$ cat src/rtl/gn2_ram.sv
// ----------------------------------------------------------------------------
// gn2_ram
// Generic memory with one write port and one registered read port.
// ----------------------------------------------------------------------------
module gn2_ram #(
   parameter int WIDTH = 8,
   parameter int DEPTH = 256,
   localparam int AW = $clog2(DEPTH)
) (
   input  logic             clock,
   input  logic             wr_en,
   input  logic [AW-1:0]    wr_addr,
   input  logic [WIDTH-1:0] wr_data,
   input  logic [AW-1:0]    rd_addr,
   output logic [WIDTH-1:0] rd_data
);

   logic [WIDTH-1:0] mem [DEPTH];
   logic [WIDTH-1:0] rd_data_ff;

   always_ff @(posedge clock) begin
      if (wr_en) begin
         mem[wr_addr] <= wr_data;
      end
      rd_data_ff <= mem[rd_addr];
   end

   assign rd_data = rd_data_ff;

endmodule

$ cat config.mk
export PLATFORM = sky130hd
export DESIGN_NAME = gn2_ram
export DESIGN_NICKNAME = d
export VERILOG_FILES = /design/src/rtl/gn2_ram.sv
export SDC_FILE = /design/constraint.sdc
export NUM_CORES = 2
export LEC_CHECK = 0
export ABC_AREA = 0
export BUFFER_PORTS_ARGS = -buffer_cell sky130_fd_sc_hd__buf_2
export CAP_MARGIN = 20
export CORE_UTILIZATION = 30
export DETAILED_ROUTE_END_ITERATION = 16
export PLACE_DENSITY = 0.41
export SLEW_MARGIN = 10
export SYNTH_ARGS = -nofsm -noshare
export SYNTH_HDL_FRONTEND = slang
export SYNTH_SLANG_ARGS = --single-unit
export TNS_END_PERCENT = 100
$ cat constraint.sdc
create_clock -name clock -period 4.4 [get_ports clock]
set_input_delay 0 -clock clock [delete_from_list [all_inputs] [get_ports clock]]
set_output_delay 0 -clock clock [all_outputs]
set_load 0.05 [all_outputs]
==> metrics.md <==
| Metric | Value |
|---|---|
| Post-Syn Area | slightly below 80000 um^2 |
| Sequence of cells on the critical path | mux4_2 -> a22o_1 -> a221oi_1 -> o32ai_1 -> nor3_1 -> nor4_1 |
| CTS tree | yes |
| Synth-to-Final Area Change | 16.0% |
| I/O pin count | 34 |
| Slew HR | 0.269 |
| Layout cells sized above 1 | 0.249 |
| Skew final | 51.4 ps |
| RSZ-0062 raised after global routing | no |
| Die X | 517 um |
| Vert. Die Dim | roughly 520 um |
| Initial antenna violation count | 15 |
| Synth Register Bits | 2056 |
| Leading post-synthesis cells by cell area | edfxtp_1 (77%), mux4_2 (13%), mux2i_1 (1.7%) |
| Worst-skew pair later-pin latency | 870 ps |
| Drt first pass iters | 5 |
| Delay-heaviest family, CP | compound AO/OA/AOI/OAI gates |
| Final Net Count | approximately 4000 |
| Int Pwr | about 33 mW |
| Avg Cell Area, Syn | 21.3 um^2 |
| Final setup vio count | 0 |
| Status | finished, final reports clean |
| Period minus WS final | about 3000 ps |
| Clk slew on worst S/H paths | roughly 60 ps |
| Routed wire length | 234000 um |
| Switching Fraction | 0.224 |
| DR vias | between 30000 and 40000 |
| Starting density of the core | 0.303 |
| Post-layout power | around 42 mW |
| Final Hold Vio Count | 0 |
| Sequential power share | 0.510 |
| Worst min-delay path category | in2reg |
| Number of CTS-inserted buffers | between 200 and 250 |
| Combinational Power Share | 0.051 |
| Worst Setup End Kind | register |
| Share of the synthesized area in the top cell type | 0.773 |
| Fill cells | 24600 |
| Critical Path RT | about 5100 ps |
| Worst-margin pin slew | 1090 ps |
| Setup slack after layout | 1390 ps |
| Commonest non-fill, non-tap cell in the layout | edfxtp_1 |
| Post-route design area | a little over 90000 um^2 |
| Rows | 188 |
| WL/cell | ~30 um |
| Slew Viols, Final | 0 |
| Clock group share of total power | 0.438 |
| Async S/R FF share, synth | 0 |
| Port Buffers | 33 |
| Initial DRC count | 3491 |
| HPWL after detailed placement | 147000 um |
| Core Box Area | 263000 um^2 |
| Post-Synthesis Cells | around 3700 |
| Largest net degree at the start of global routing | 131 |
| Gr usage total | 0.175 |
| Worst Path Arrival | 3730 ps |
| Ys flop type | edfxtp_1 |
| CP bufs+invs | 0 |
| Sw power | about 9.5 mW |
| Syn nets | 3759 |
| Peak supply drop | 432 uV |
| Final setup TNS | 0 ps |
| Vias in the first global route | 40100 |
| Crit start category | register |
| WS Path Type | reg2reg |
| First-pass GRT wire length | 329000 um |
| Commonest non-fill, non-tap cells in the layout | edfxtp_1 (2048), mux4_2 (454), nor2_1 (279), clkbuf_16 (222), buf_4 (186) |
| Via density | 5.02 |
| Root Driver | clkbuf_16 |
| Clock sink count | between 2000 and 2500 |
| Highest-delay cell along the critical path | a221oi_1 |
| FMAX | about 0.33 GHz |
| Bufs on Longest Clock Path | 3 |
| Post-synth EDFFs | between 2000 and 2500 |
| Post-Place Worst Slack | 726 ps |
| Grt ovf | 0 |
| Area leader, netlist | edfxtp_1 |
| Area of placed instances | 84800 um^2 |
| Die area | approximately 270000 um^2 |
| Max FO, Critical Path | 1 |
| Slowest stage delay, CP | 780 ps |
| Detail Route Antenna Nets | 0 |
| Register area share after synthesis | 0.775 |
| Placer Congestion | 0.793 |
| Max cap viols | 0 |
| PwrDens | approximately 460 nW/um^2 |
| Synth Warn # | 0 |
| CTS H-tree depth | 4 |
| Leakage power | 28.2 nW |
| Tcrit/Tclk final | 0.684 |
| Post-synth cell types | 55 |
| Residual DRC | 0 |
registers in the layout, indices dropped and copies added, names as in the netlist:
| name | count |
|---|---|
| mem | 2048 |
| rd_data | 8 |
worst min-delay path, stage by stage:
cell and delay, ps:
buf_2 260, nand4_1 250, nor2_1 210
final cells by class:
cell class                 instances  area (um^2)  share of cell area
antenna                            4         10.0            0.000108
multi-input combinational       1442        16500               0.179
timing repair buffer             265         2410              0.0261
tap                             3515         4400              0.0477
sequential                      2056        61700               0.668
clock inverter                   136         1460              0.0158
clock buffer                     280         5810              0.0630
inverter                           2         7.51           0.0000813
through the flow:
step	instances	util	hold WS, ps
floorplan	3733	-	98.9
global placement	7256	0.322	499
detailed placement	7259	0.322	500
CTS	7691	0.351	18.8
global route	7697	0.351	54.8
finish	7700	0.351	74.0
timing repair:
action | 4_1_cts | 5_1_grt
hold buffers | 16 | 2
hold endpoints to repair | 1212 | 32
gates resized for setup | 0 | 0
buffers inserted | 0 | 0
path summary, 6_finish.rpt:
| check | start | end | cells after the start | slack [ps] |
|---|---|---|---|---|
| worst max register to register | mem[83][3] | rd_data[3] | 6 | 1390 |
| worst min register to register | mem[40][3] | rd_data[3] | 7 | 1170 |
| worst min-delay path | wr_en | mem[222][2] | 3 | 70 |
| worst max-delay path | mem[83][3] | rd_data[3] | 6 | 1390 |
layer usage:
layer | share of wire | up-vias | GRT usage
met2 | 0.49 | 845 | 0.289
li1 | - | 16200 | -
met4 | 0.020 | 4 | 0.0377
met1 | 0.45 | 21300 | 0.246
met5 | 0.000090 | - | 0
met3 | 0.039 | 268 | 0.0251
cell families after synthesis:
kind of cell,count (synthesis),share of synthesized area
buffers and inverters,235,0.0183
AO/OA/AOI/OAI,385,0.0342
multiplexers,591,0.146
flip-flops,2056,0.775
AND/OR/NAND/NOR,466,0.0263
synth_stat cells, types with 27 or more instances:
| library cell | number |
|---|---|
| nand3_1 | 34 |
| o22ai_1 | 28 |
| a21oi_1 | 96 |
| nor2_1 | 282 |
| buf_4 | 27 |
| buf_2 | 31 |
| mux2i_1 | 134 |
| nor2b_1 | 31 |
| o221ai_1 | 46 |
| a22oi_1 | 133 |
| clkbuf_1 | 111 |
| edfxtp_1 | 2048 |
| mux4_2 | 454 |
| nand2_1 | 33 |
power groups by stage:
stage | Sequential, mW | Clock [mW] | Combinational [mW]
CTS | 21.7 | 19.1 | 2.23
finish | 21.6 | 18.6 | 2.18
global route | 21.6 | 19.8 | 2.30
global placement | 22.1 | 0 | 2.21
floorplan | 22.1 | 0 | 1.05
detailed placement | 22.1 | 0 | 2.22
No activity file was read; power rests on OpenSTA's default activity.
