==> config.mk <==
export PLATFORM = sky130hd
export DESIGN_NAME = gn2_eval
export DESIGN_NICKNAME = d
export VERILOG_FILES = /design/src/rtl/gn2_pkg.sv /design/src/rtl/gn2_eval.sv
export SDC_FILE = /design/constraint.sdc
export NUM_CORES = 2
export LEC_CHECK = 0
export ABC_CLOCK_PERIOD_IN_PS = 12100
export BUFFER_PORTS_ARGS = -buffer_cell sky130_fd_sc_hd__buf_4
export CAP_MARGIN = 15
export CORE_UTILIZATION = 40
export DETAILED_ROUTE_END_ITERATION = 7
export HOLD_SLACK_MARGIN = 0.02
export REMOVE_ABC_BUFFERS = 1
export SETUP_SLACK_MARGIN = 0.15
export SYNTH_ARGS = -nofsm -noshare
export SYNTH_HDL_FRONTEND = slang
export SYNTH_SLANG_ARGS = --single-unit
==> constraint.sdc <==
create_clock -name clock -period 12.1 [get_ports clock]
set_input_delay 2.42 -clock clock [delete_from_list [all_inputs] [get_ports clock]]
set_output_delay 2.42 -clock clock [all_outputs]
set_load 0.03 [all_outputs]
==> src/rtl/gn2_pkg.sv <==
// ----------------------------------------------------------------------------
// gn2_pkg
// Shared types, constants and table functions of the 2D gradient noise block.
// ----------------------------------------------------------------------------
package gn2_pkg;

   localparam int DEF_TABLE_SIZE      = 2048;
   localparam int DEF_COORD_FRAC_BITS = 16;
   localparam int GRAD_COUNT          = 24;

   localparam int COORD_W   = 32;
   localparam int NOISE_W   = 16;
   localparam int SEED_W    = 64;
   localparam int GRAD_W    = 5;
   localparam int PERM_MAXW = 12;
   localparam int FRAC      = 24;
   localparam int MUL_W     = 32;
   localparam int PROD_W    = 64;
   localparam int D_W       = 28;
   localparam int GV_W      = 25;
   localparam int OUT_SHIFT = 34;

   localparam logic signed [MUL_W-1:0]  SKEW_Q     = 32'sd6140887;
   localparam logic signed [MUL_W-1:0]  UNSKEW_Q   = 32'sd3545443;
   localparam logic signed [MUL_W-1:0]  RSQ_Q      = 32'sd11184811;
   localparam logic signed [MUL_W-1:0]  SCALE_Q    = 32'sd306049336;
   localparam logic signed [PROD_W-1:0] ROUND_BIAS = 64'sh0000_0002_0000_0000;
   localparam logic signed [PROD_W-1:0] SAT_HI     = 64'sd32767;
   localparam logic signed [PROD_W-1:0] SAT_LO     = -64'sd32768;

   localparam logic [SEED_W-1:0] GOLDEN = 64'h9e37_79b9_7f4a_7c15;
   localparam logic [SEED_W-1:0] MIX_C1 = 64'hbf58_476d_1ce4_e5b9;
   localparam logic [SEED_W-1:0] MIX_C2 = 64'h94d0_49bb_1331_11eb;

   typedef enum logic {
      OP_REBUILD  = 1'b0,
      OP_EVALUATE = 1'b1
   } opcode_type;

   typedef struct packed {
      logic idle;
      logic done;
   } eng_stat_type;

   typedef struct packed {
      logic signed [GV_W-1:0] gx;
      logic signed [GV_W-1:0] gz;
   } grad_type;

   typedef struct packed {
      logic signed [2:0]     cdx;
      logic signed [2:0]     cdz;
      logic signed [D_W-1:0] odx;
      logic signed [D_W-1:0] odz;
   } vtx_off_type;

   // Permutation value modulo 24, as (p / 8 mod 3) * 8 + p mod 8.
   function automatic logic [GRAD_W-1:0] grad_of(input logic [PERM_MAXW-1:0] p);
      logic [8:0]  v;
      logic [17:0] q;
      logic [1:0]  r3;
      v  = p[PERM_MAXW-1:3];
      q  = (18'(v) * 18'd171) >> 9;
      r3 = 2'(18'(v) - 18'd3 * q);
      return {r3, p[2:0]};
   endfunction

   function automatic grad_type grad_vec(input logic [GRAD_W-1:0] gi);
      localparam logic signed [GV_W-1:0] GA = 25'sd2189866;
      localparam logic signed [GV_W-1:0] GB = 25'sd6420363;
      localparam logic signed [GV_W-1:0] GC = 25'sd10213322;
      localparam logic signed [GV_W-1:0] GD = 25'sd13310260;
      localparam logic signed [GV_W-1:0] GE = 25'sd15500126;
      localparam logic signed [GV_W-1:0] GF = 25'sd16633685;
      grad_type g;
      case (gi)
         5'd0:    g = '{GA, GF};
         5'd1:    g = '{GB, GE};
         5'd2:    g = '{GC, GD};
         5'd3:    g = '{GD, GC};
         5'd4:    g = '{GE, GB};
         5'd5:    g = '{GF, GA};
         5'd6:    g = '{GF, -GA};
         5'd7:    g = '{GE, -GB};
         5'd8:    g = '{GD, -GC};
         5'd9:    g = '{GC, -GD};
         5'd10:   g = '{GB, -GE};
         5'd11:   g = '{GA, -GF};
         5'd12:   g = '{-GA, -GF};
         5'd13:   g = '{-GB, -GE};
         5'd14:   g = '{-GC, -GD};
         5'd15:   g = '{-GD, -GC};
         5'd16:   g = '{-GE, -GB};
         5'd17:   g = '{-GF, -GA};
         5'd18:   g = '{-GF, GA};
         5'd19:   g = '{-GE, GB};
         5'd20:   g = '{-GD, GC};
         5'd21:   g = '{-GC, GD};
         5'd22:   g = '{-GB, GE};
         5'd23:   g = '{-GA, GF};
         default: g = '0;
      endcase
      return g;
   endfunction

   // Cell and offset of each of the six vertices; the last two follow the triangle.
   function automatic vtx_off_type vtx_off(input logic [2:0] k, input logic upper);
      vtx_off_type o;
      case (k)
         3'd0:    o = '{3'sd0, 3'sd0, 28'sd0, 28'sd0};
         3'd1:    o = '{3'sd1, 3'sd0, -28'sd13231773, 28'sd3545443};
         3'd2:    o = '{3'sd0, 3'sd1, 28'sd3545443, -28'sd13231773};
         3'd3:    o = '{3'sd1, 3'sd1, -28'sd9686330, -28'sd9686330};
         3'd4:    o = upper ? vtx_off_type'{3'sd2, 3'sd1, -28'sd22918103, -28'sd6140887}
                            : vtx_off_type'{-3'sd1, 3'sd0, 28'sd13231773, -28'sd3545443};
         3'd5:    o = upper ? vtx_off_type'{3'sd1, 3'sd2, -28'sd6140887, -28'sd22918103}
                            : vtx_off_type'{3'sd0, -3'sd1, -28'sd3545443, 28'sd13231773};
         default: o = '0;
      endcase
      return o;
   endfunction

endpackage

==> src/rtl/gn2_eval.sv <==
// ----------------------------------------------------------------------------
// gn2_eval
// Noise evaluation: one shared signed multiplier under a vertex sequencer.
// ----------------------------------------------------------------------------
module gn2_eval import gn2_pkg::*; #(
   parameter int TABLE_SIZE      = DEF_TABLE_SIZE,
   parameter int COORD_FRAC_BITS = DEF_COORD_FRAC_BITS,
   localparam int IDX_W = $clog2(TABLE_SIZE),
   localparam int PT_W  = IDX_W + GRAD_W
) (
   input  logic                      clock,
   input  logic                      reset,
   input  logic                      start,
   input  logic signed [COORD_W-1:0] x_coord,
   input  logic signed [COORD_W-1:0] z_coord,
   input  logic                      done_ready,
   output eng_stat_type              stat,
   output logic signed [NOISE_W-1:0] noise_value,
   output logic [IDX_W-1:0]          ptab_rd_addr,
   input  logic [PT_W-1:0]           ptab_rd_data
);

   localparam int UP_SH = FRAC - COORD_FRAC_BITS;
   localparam int XW    = COORD_W + UP_SH;
   localparam int SW0   = XW + 2;
   localparam int SW    = (SW0 > FRAC + IDX_W) ? SW0 : FRAC + IDX_W + 1;

   typedef enum logic [4:0] {
      E_IDLE, E_SUM, E_SK1, E_SK2, E_SK3, E_SKEW, E_UNSK, E_D,
      V_OFF, V_SQX, V_SQZ, V_ATT, V_CHK, V_PERM, V_GRAD,
      V_EXT1, V_EXT2, V_EXT3, V_CONT, V_ACC, V_NEXT,
      E_SCALE, E_RND, E_DONE
   } state_type;

   state_type                 state_ff;
   logic signed [XW-1:0]      x24_ff;
   logic signed [XW-1:0]      z24_ff;
   logic signed [SW-1:0]      a_ff;
   logic signed [SW-1:0]      s_ff;
   logic signed [SW-1:0]      xs_ff;
   logic signed [SW-1:0]      zs_ff;
   logic                      upper_ff;
   logic signed [D_W-1:0]     dx_ff;
   logic signed [D_W-1:0]     dz_ff;
   logic signed [D_W-1:0]     vdx_ff;
   logic signed [D_W-1:0]     vdz_ff;
   logic [IDX_W-1:0]          cx_ff;
   logic [IDX_W-1:0]          cz_ff;
   logic [2:0]                k_ff;
   logic signed [MUL_W-1:0]   attn_ff;
   grad_type                  gv_ff;
   logic signed [MUL_W-1:0]   a4_ff;
   logic signed [MUL_W-1:0]   ext_ff;
   logic signed [MUL_W-1:0]   sum_ff;
   logic signed [PROD_W-1:0]  acc_ff;
   logic signed [PROD_W-1:0]  prod_ff;
   logic signed [PROD_W-1:0]  prod_in;
   logic signed [NOISE_W-1:0] noise_ff;

   logic signed [MUL_W-1:0]   mul_a;
   logic signed [MUL_W-1:0]   mul_b;
   logic [FRAC-1:0]           fx;
   logic [FRAC-1:0]           fz;
   logic [FRAC:0]             fsum;
   logic [IDX_W-1:0]          bx;
   logic [IDX_W-1:0]          bz;
   logic signed [MUL_W-1:0]   prod_q;
   logic signed [PROD_W-1:0]  rnd;
   vtx_off_type               off;

   always_comb begin
      fx     = xs_ff[FRAC-1:0];
      fz     = zs_ff[FRAC-1:0];
      fsum   = {1'b0, fx} + {1'b0, fz};
      bx     = xs_ff[FRAC +: IDX_W];
      bz     = zs_ff[FRAC +: IDX_W];
      prod_q = MUL_W'(prod_ff >>> FRAC);
      off    = vtx_off(k_ff, upper_ff);
      rnd    = (prod_ff + ROUND_BIAS) >>> OUT_SHIFT;
      case (state_ff)
         E_SK1: begin
            mul_a = MUL_W'(a_ff >>> FRAC);
            mul_b = SKEW_Q;
         end
         E_SK2: begin
            mul_a = signed'(MUL_W'(a_ff[FRAC-1:0]));
            mul_b = SKEW_Q;
         end
         E_UNSK: begin
            mul_a = signed'(MUL_W'(fsum));
            mul_b = UNSKEW_Q;
         end
         V_SQX: begin
            mul_a = MUL_W'(vdx_ff);
            mul_b = MUL_W'(vdx_ff);
         end
         V_SQZ: begin
            mul_a = MUL_W'(vdz_ff);
            mul_b = MUL_W'(vdz_ff);
         end
         V_PERM: begin
            mul_a = attn_ff;
            mul_b = attn_ff;
         end
         V_GRAD: begin
            mul_a = prod_q;
            mul_b = prod_q;
         end
         V_EXT1: begin
            mul_a = MUL_W'(gv_ff.gx);
            mul_b = MUL_W'(vdx_ff);
         end
         V_EXT2: begin
            mul_a = MUL_W'(gv_ff.gz);
            mul_b = MUL_W'(vdz_ff);
         end
         V_CONT: begin
            mul_a = a4_ff;
            mul_b = ext_ff;
         end
         E_SCALE: begin
            mul_a = sum_ff;
            mul_b = SCALE_Q;
         end
         default: begin
            mul_a = '0;
            mul_b = '0;
         end
      endcase
      prod_in = PROD_W'(mul_a) * PROD_W'(mul_b);
      case (state_ff)
         V_PERM:  ptab_rd_addr = ptab_rd_data[IDX_W-1:0] ^ cz_ff;
         default: ptab_rd_addr = cx_ff;
      endcase
   end

   assign stat.idle   = (state_ff == E_IDLE);
   assign stat.done   = (state_ff == E_DONE);
   assign noise_value = noise_ff;

   always_ff @(posedge clock) begin
      prod_ff <= prod_in;
      if (reset) begin
         state_ff <= E_IDLE;
      end else begin
         unique case (state_ff)
            E_IDLE: begin
               if (start) begin
                  x24_ff   <= XW'(x_coord) <<< UP_SH;
                  z24_ff   <= XW'(z_coord) <<< UP_SH;
                  state_ff <= E_SUM;
               end
            end
            E_SUM: begin
               a_ff     <= SW'(x24_ff) + SW'(z24_ff);
               state_ff <= E_SK1;
            end
            E_SK1: begin
               state_ff <= E_SK2;
            end
            E_SK2: begin
               s_ff     <= SW'(prod_ff);
               state_ff <= E_SK3;
            end
            E_SK3: begin
               s_ff     <= s_ff + SW'(prod_ff >>> FRAC);
               state_ff <= E_SKEW;
            end
            E_SKEW: begin
               xs_ff    <= SW'(x24_ff) + s_ff;
               zs_ff    <= SW'(z24_ff) + s_ff;
               state_ff <= E_UNSK;
            end
            E_UNSK: begin
               upper_ff <= fsum > (FRAC+1)'(1 << FRAC);
               state_ff <= E_D;
            end
            E_D: begin
               dx_ff    <= signed'(D_W'(fx)) - D_W'(prod_ff >>> FRAC);
               dz_ff    <= signed'(D_W'(fz)) - D_W'(prod_ff >>> FRAC);
               k_ff     <= '0;
               sum_ff   <= '0;
               state_ff <= V_OFF;
            end
            V_OFF: begin
               vdx_ff   <= dx_ff + off.odx;
               vdz_ff   <= dz_ff + off.odz;
               cx_ff    <= bx + IDX_W'(off.cdx);
               cz_ff    <= bz + IDX_W'(off.cdz);
               state_ff <= V_SQX;
            end
            V_SQX: begin
               state_ff <= V_SQZ;
            end
            V_SQZ: begin
               attn_ff  <= RSQ_Q - prod_q;
               state_ff <= V_ATT;
            end
            V_ATT: begin
               attn_ff  <= attn_ff - prod_q;
               state_ff <= V_CHK;
            end
            V_CHK: begin
               state_ff <= (attn_ff > 32'sd0) ? V_PERM : V_NEXT;
            end
            V_PERM: begin
               state_ff <= V_GRAD;
            end
            V_GRAD: begin
               gv_ff    <= grad_vec(ptab_rd_data[IDX_W +: GRAD_W]);
               state_ff <= V_EXT1;
            end
            V_EXT1: begin
               a4_ff    <= prod_q;
               state_ff <= V_EXT2;
            end
            V_EXT2: begin
               acc_ff   <= prod_ff;
               state_ff <= V_EXT3;
            end
            V_EXT3: begin
               ext_ff   <= MUL_W'((acc_ff + prod_ff) >>> FRAC);
               state_ff <= V_CONT;
            end
            V_CONT: begin
               state_ff <= V_ACC;
            end
            V_ACC: begin
               sum_ff   <= sum_ff + prod_q;
               state_ff <= V_NEXT;
            end
            V_NEXT: begin
               k_ff <= k_ff + 3'd1;
               if (k_ff == 3'd5) begin
                  state_ff <= E_SCALE;
               end else begin
                  state_ff <= V_OFF;
               end
            end
            E_SCALE: begin
               state_ff <= E_RND;
            end
            E_RND: begin
               if (rnd > SAT_HI) begin
                  noise_ff <= NOISE_W'(SAT_HI);
               end else if (rnd < SAT_LO) begin
                  noise_ff <= NOISE_W'(SAT_LO);
               end else begin
                  noise_ff <= NOISE_W'(rnd);
               end
               state_ff <= E_DONE;
            end
            E_DONE: begin
               if (done_ready) begin
                  state_ff <= E_IDLE;
               end
            end
            default: state_ff <= E_IDLE;
         endcase
      end
   end

endmodule

==> impl_metrics.py <==
metrics = {
    "outcome": {
        "status": "finished, final reports clean",
    },
    "sta": {
        "max_clock_freq_ghz": 0.0870,
        "tightestPinTransition_ps": 1220,
        "drv_slew": 0,
        "setup_tns_ps": 0,
        "finalClockSkew_ps": 34.5,
        "slew_headroom": 0.183,
        "period_share": 0.950,
        "final.setup.worst_slack_ps": 601,
        "rsz0062_at_grt": "false",
        "finalHoldViolations": 0,
        "fin_crit_ps": 11500,
        "setup_viol": 0,
        "hold-worst-slack_ps": 465,
    },
    "finish": {
        "finalInstanceArea_um2": 83400,
        "layout-drive-gt1-share": 0.0682,
        "syn2layout_area_growth_pct": 9.76,
        "final_nets": 9756,
    },
    "route": {
        "detail-route-antenna-nets": 0,
        "vias_per_cell": 5.64,
        "drtIter0Drc": 5856,
        "drt_first_pass_iters": 7,
        "wl_um": 268000,
        "drcViolationCount": 0,
        "vias": 59600,
        "wl_per_cell_um": 25.3,
    },
    "setup_path": {
        "max_stage_delay_ps": 730,
        "crit_type": "reg -> reg",
        "cpMaxStageDelayCell": "nand4_1",
        "cp-start-kind": "flop",
        "required_ps": 12670,
        "crit_arrival_ps": 12060,
        "critPathMostFrequentCell": "fa_1",
        "path_max_fanout": 20,
        "crit_path_end_kind": "flop",
    },
    "placed_design": {
        "io_buffers": 112,
        "placed_cell_area_um2": 80700,
        "gp_congestion": 0.994,
        "hpwl_um": 216000,
        "post-place-ws_ps": 389,
    },
    "synthesis": {
        "synth_top_area_cell": "fa_1",
        "syn_inst": 7924,
        "synth_edf_count": 564,
        "synth_common_cells": "1275 x inv_1, 1094 x fa_1, 903 x nand2_1",
        "ys_seq_area_frac": 0.241,
        "ys_warn_count": 0,
        "synth_area_leaders": "fa_1 29%, edfxtp_1 22%, ha_1 9.2%",
        "ys_ff_latch": 633,
        "syn_avg_cell_area_um2": 9.59,
        "synthArstFlopShare": 0,
        "synthFlopType": "edfxtp_1",
        "synthMostInstantiatedCell": "inv_1",
        "synth_top_area_share": 0.288,
        "syn_area_um2": 76000,
        "yosysUniqueCellTypes": 97,
    },
    "die": {
        "initial_core_util": 0.404,
        "die_x_um": 438,
        "dieArea_um2": 192000,
        "die_h_um": 438,
        "pin_count": 113,
        "coreArea_um2": 188000,
        "row_count": 159,
    },
    "global_route": {
        "grt_overflow_total": 0,
        "antenna_found_initial": 16,
        "grt_pass1_wl_um": 397000,
        "grt.total_usage": 0.280,
        "grt_start_max_net_pins": 76,
        "first_global_vias": 61100,
    },
    "clocking": {
        "cts_root_buf": "clkbuf_16",
        "cts_max_path_buffers": 3,
        "cts_buffers": 76,
        "cts_sinks": 633,
        "cts_tree": "done",
        "cts-resized-gates": 0,
        "cts.clk_slew.worst_paths_ps": 60,
        "holdBufCountCts": 0,
        "clock_latency_ps": 700,
        "htree_num_levels": 3,
        "post_cts_buffers": 0,
    },
    "run": {
        "maxCapViolCount": 0,
    },
    "power_and_ir_drop": {
        "p_leak_nw": 37.1,
        "power.density_nw_per_um2": 120,
        "vdd_drop_max_mv": 0.117,
    },
    "hold_path": {
        "hp-class": "reg -> reg",
    },
}
## sequential cells by signal, summed over array words and instances (netlist names), 16 cells and up
name and cells:
zs_ff 27, x24_ff 32, xs_ff 35, s_ff 35, dx_ff 28, vdx_ff 28
vdz_ff 20, noise_value 16, z24_ff 32, a4_ff 32, attn_ff 32, sum_ff 32
acc_ff 56, gv_ff 48, ext_ff 32, dz_ff 20, prod_ff 64, a_ff 33
## power breakdown
part	switching, mW	leakage, nW	total (mW)	internal (mW)
Sequential	0.117	5.66	2.77	2.65
Clock	1.05	1.26	2.48	1.43
Combinational	3.03	30.2	4.72	1.70
## final timing paths
path	from	slack (ps)	endpoint	depth (start not counted)
setup reg to reg	state_ff[0]	600	prod_ff[58]	33
setup / recovery	state_ff[0]	600	prod_ff[58]	33
hold reg to reg	s_ff[0]	460	xs_ff[0]	0
hold / removal	s_ff[0]	460	xs_ff[0]	0
## area by class of cell
class / count / area, um^2
Tap cell: 2495 / 3120
Antenna cell: 3 / 7.51
Timing Repair Buffer: 327 / 2520
Multi-Input combinational cell: 5704 / 52000
Sequential cell: 633 / 18300
Fill cell: 18100 / 105000
Clock inverter: 49 / 612
Inverter: 1277 / 4790
Clock buffer: 91 / 2030
## placed cells by master, fill, tap and decap left out, drive strengths merged, types with 53 or more instances in the layout
| cell type | instances |
|---|---|
| a21o | 175 |
| a21oi | 403 |
| and2 | 61 |
| buf | 327 |
| clkbuf | 91 |
| dfxtp | 69 |
| edfxtp | 564 |
| fa | 1094 |
| ha | 559 |
| inv | 1278 |
| nand2 | 903 |
| nand2b | 56 |
| nand3 | 96 |
| nor2 | 693 |
| nor2b | 61 |
| nor3 | 87 |
| o21a | 70 |
| o21ai | 298 |
| o21bai | 53 |
| xnor2 | 296 |
| xor2 | 111 |
## cells by family (layout without fill, tap and decap cells)
kind of cell             Yosys count  count (layout)  share of synthesized area
XOR/XNOR                         408             408                     0.0472
multiplexers                      13              13                    0.00175
AND/OR/NAND/NOR                 2174            2174                      0.125
AO/OA/AOI/OAI                   1456            1456                      0.126
buffers and inverters           1587            1744                     0.0789
adder cells (fa/ha/maj)         1653            1653                      0.380
flip-flops                       633             633                      0.241
other                              0               3                          0
## per-stage QoR
step / instances / power (mW) / utilization
4_1_cts: 10600 / 9.93 / 0.443
3_5_place_dp: 10400 / 7.41 / 0.429
6_report: 10600 / 9.97 / 0.443
5_1_grt: 10600 / 10.5 / 0.443
3_3_place_gp: 10400 / 7.36 / 0.429
2_1_floorplan: 7614 / 5.78 / -
## layer usage
| layer | vias to the layer above | part of all wire | global-route usage |
|---|---|---|---|
| li1 | 26200 | - | - |
| met1 | 30100 | 0.40 | 0.371 |
| met2 | 2719 | 0.44 | 0.437 |
| met3 | 562 | 0.090 | 0.0512 |
| met4 | 4 | 0.062 | 0.149 |
| met5 | - | 0.00012 | 0 |
## critical path: cells and delay by family (launching register included)
kind	cells	cell delay (ps)
adder cells (fa/ha/maj)	9	4340
buffers and inverters	5	400
XOR/XNOR	1	170
flip-flops	1	680
AO/OA/AOI/OAI	10	3320
AND/OR/NAND/NOR	8	2420
No activity file was read; power rests on OpenSTA's default activity.
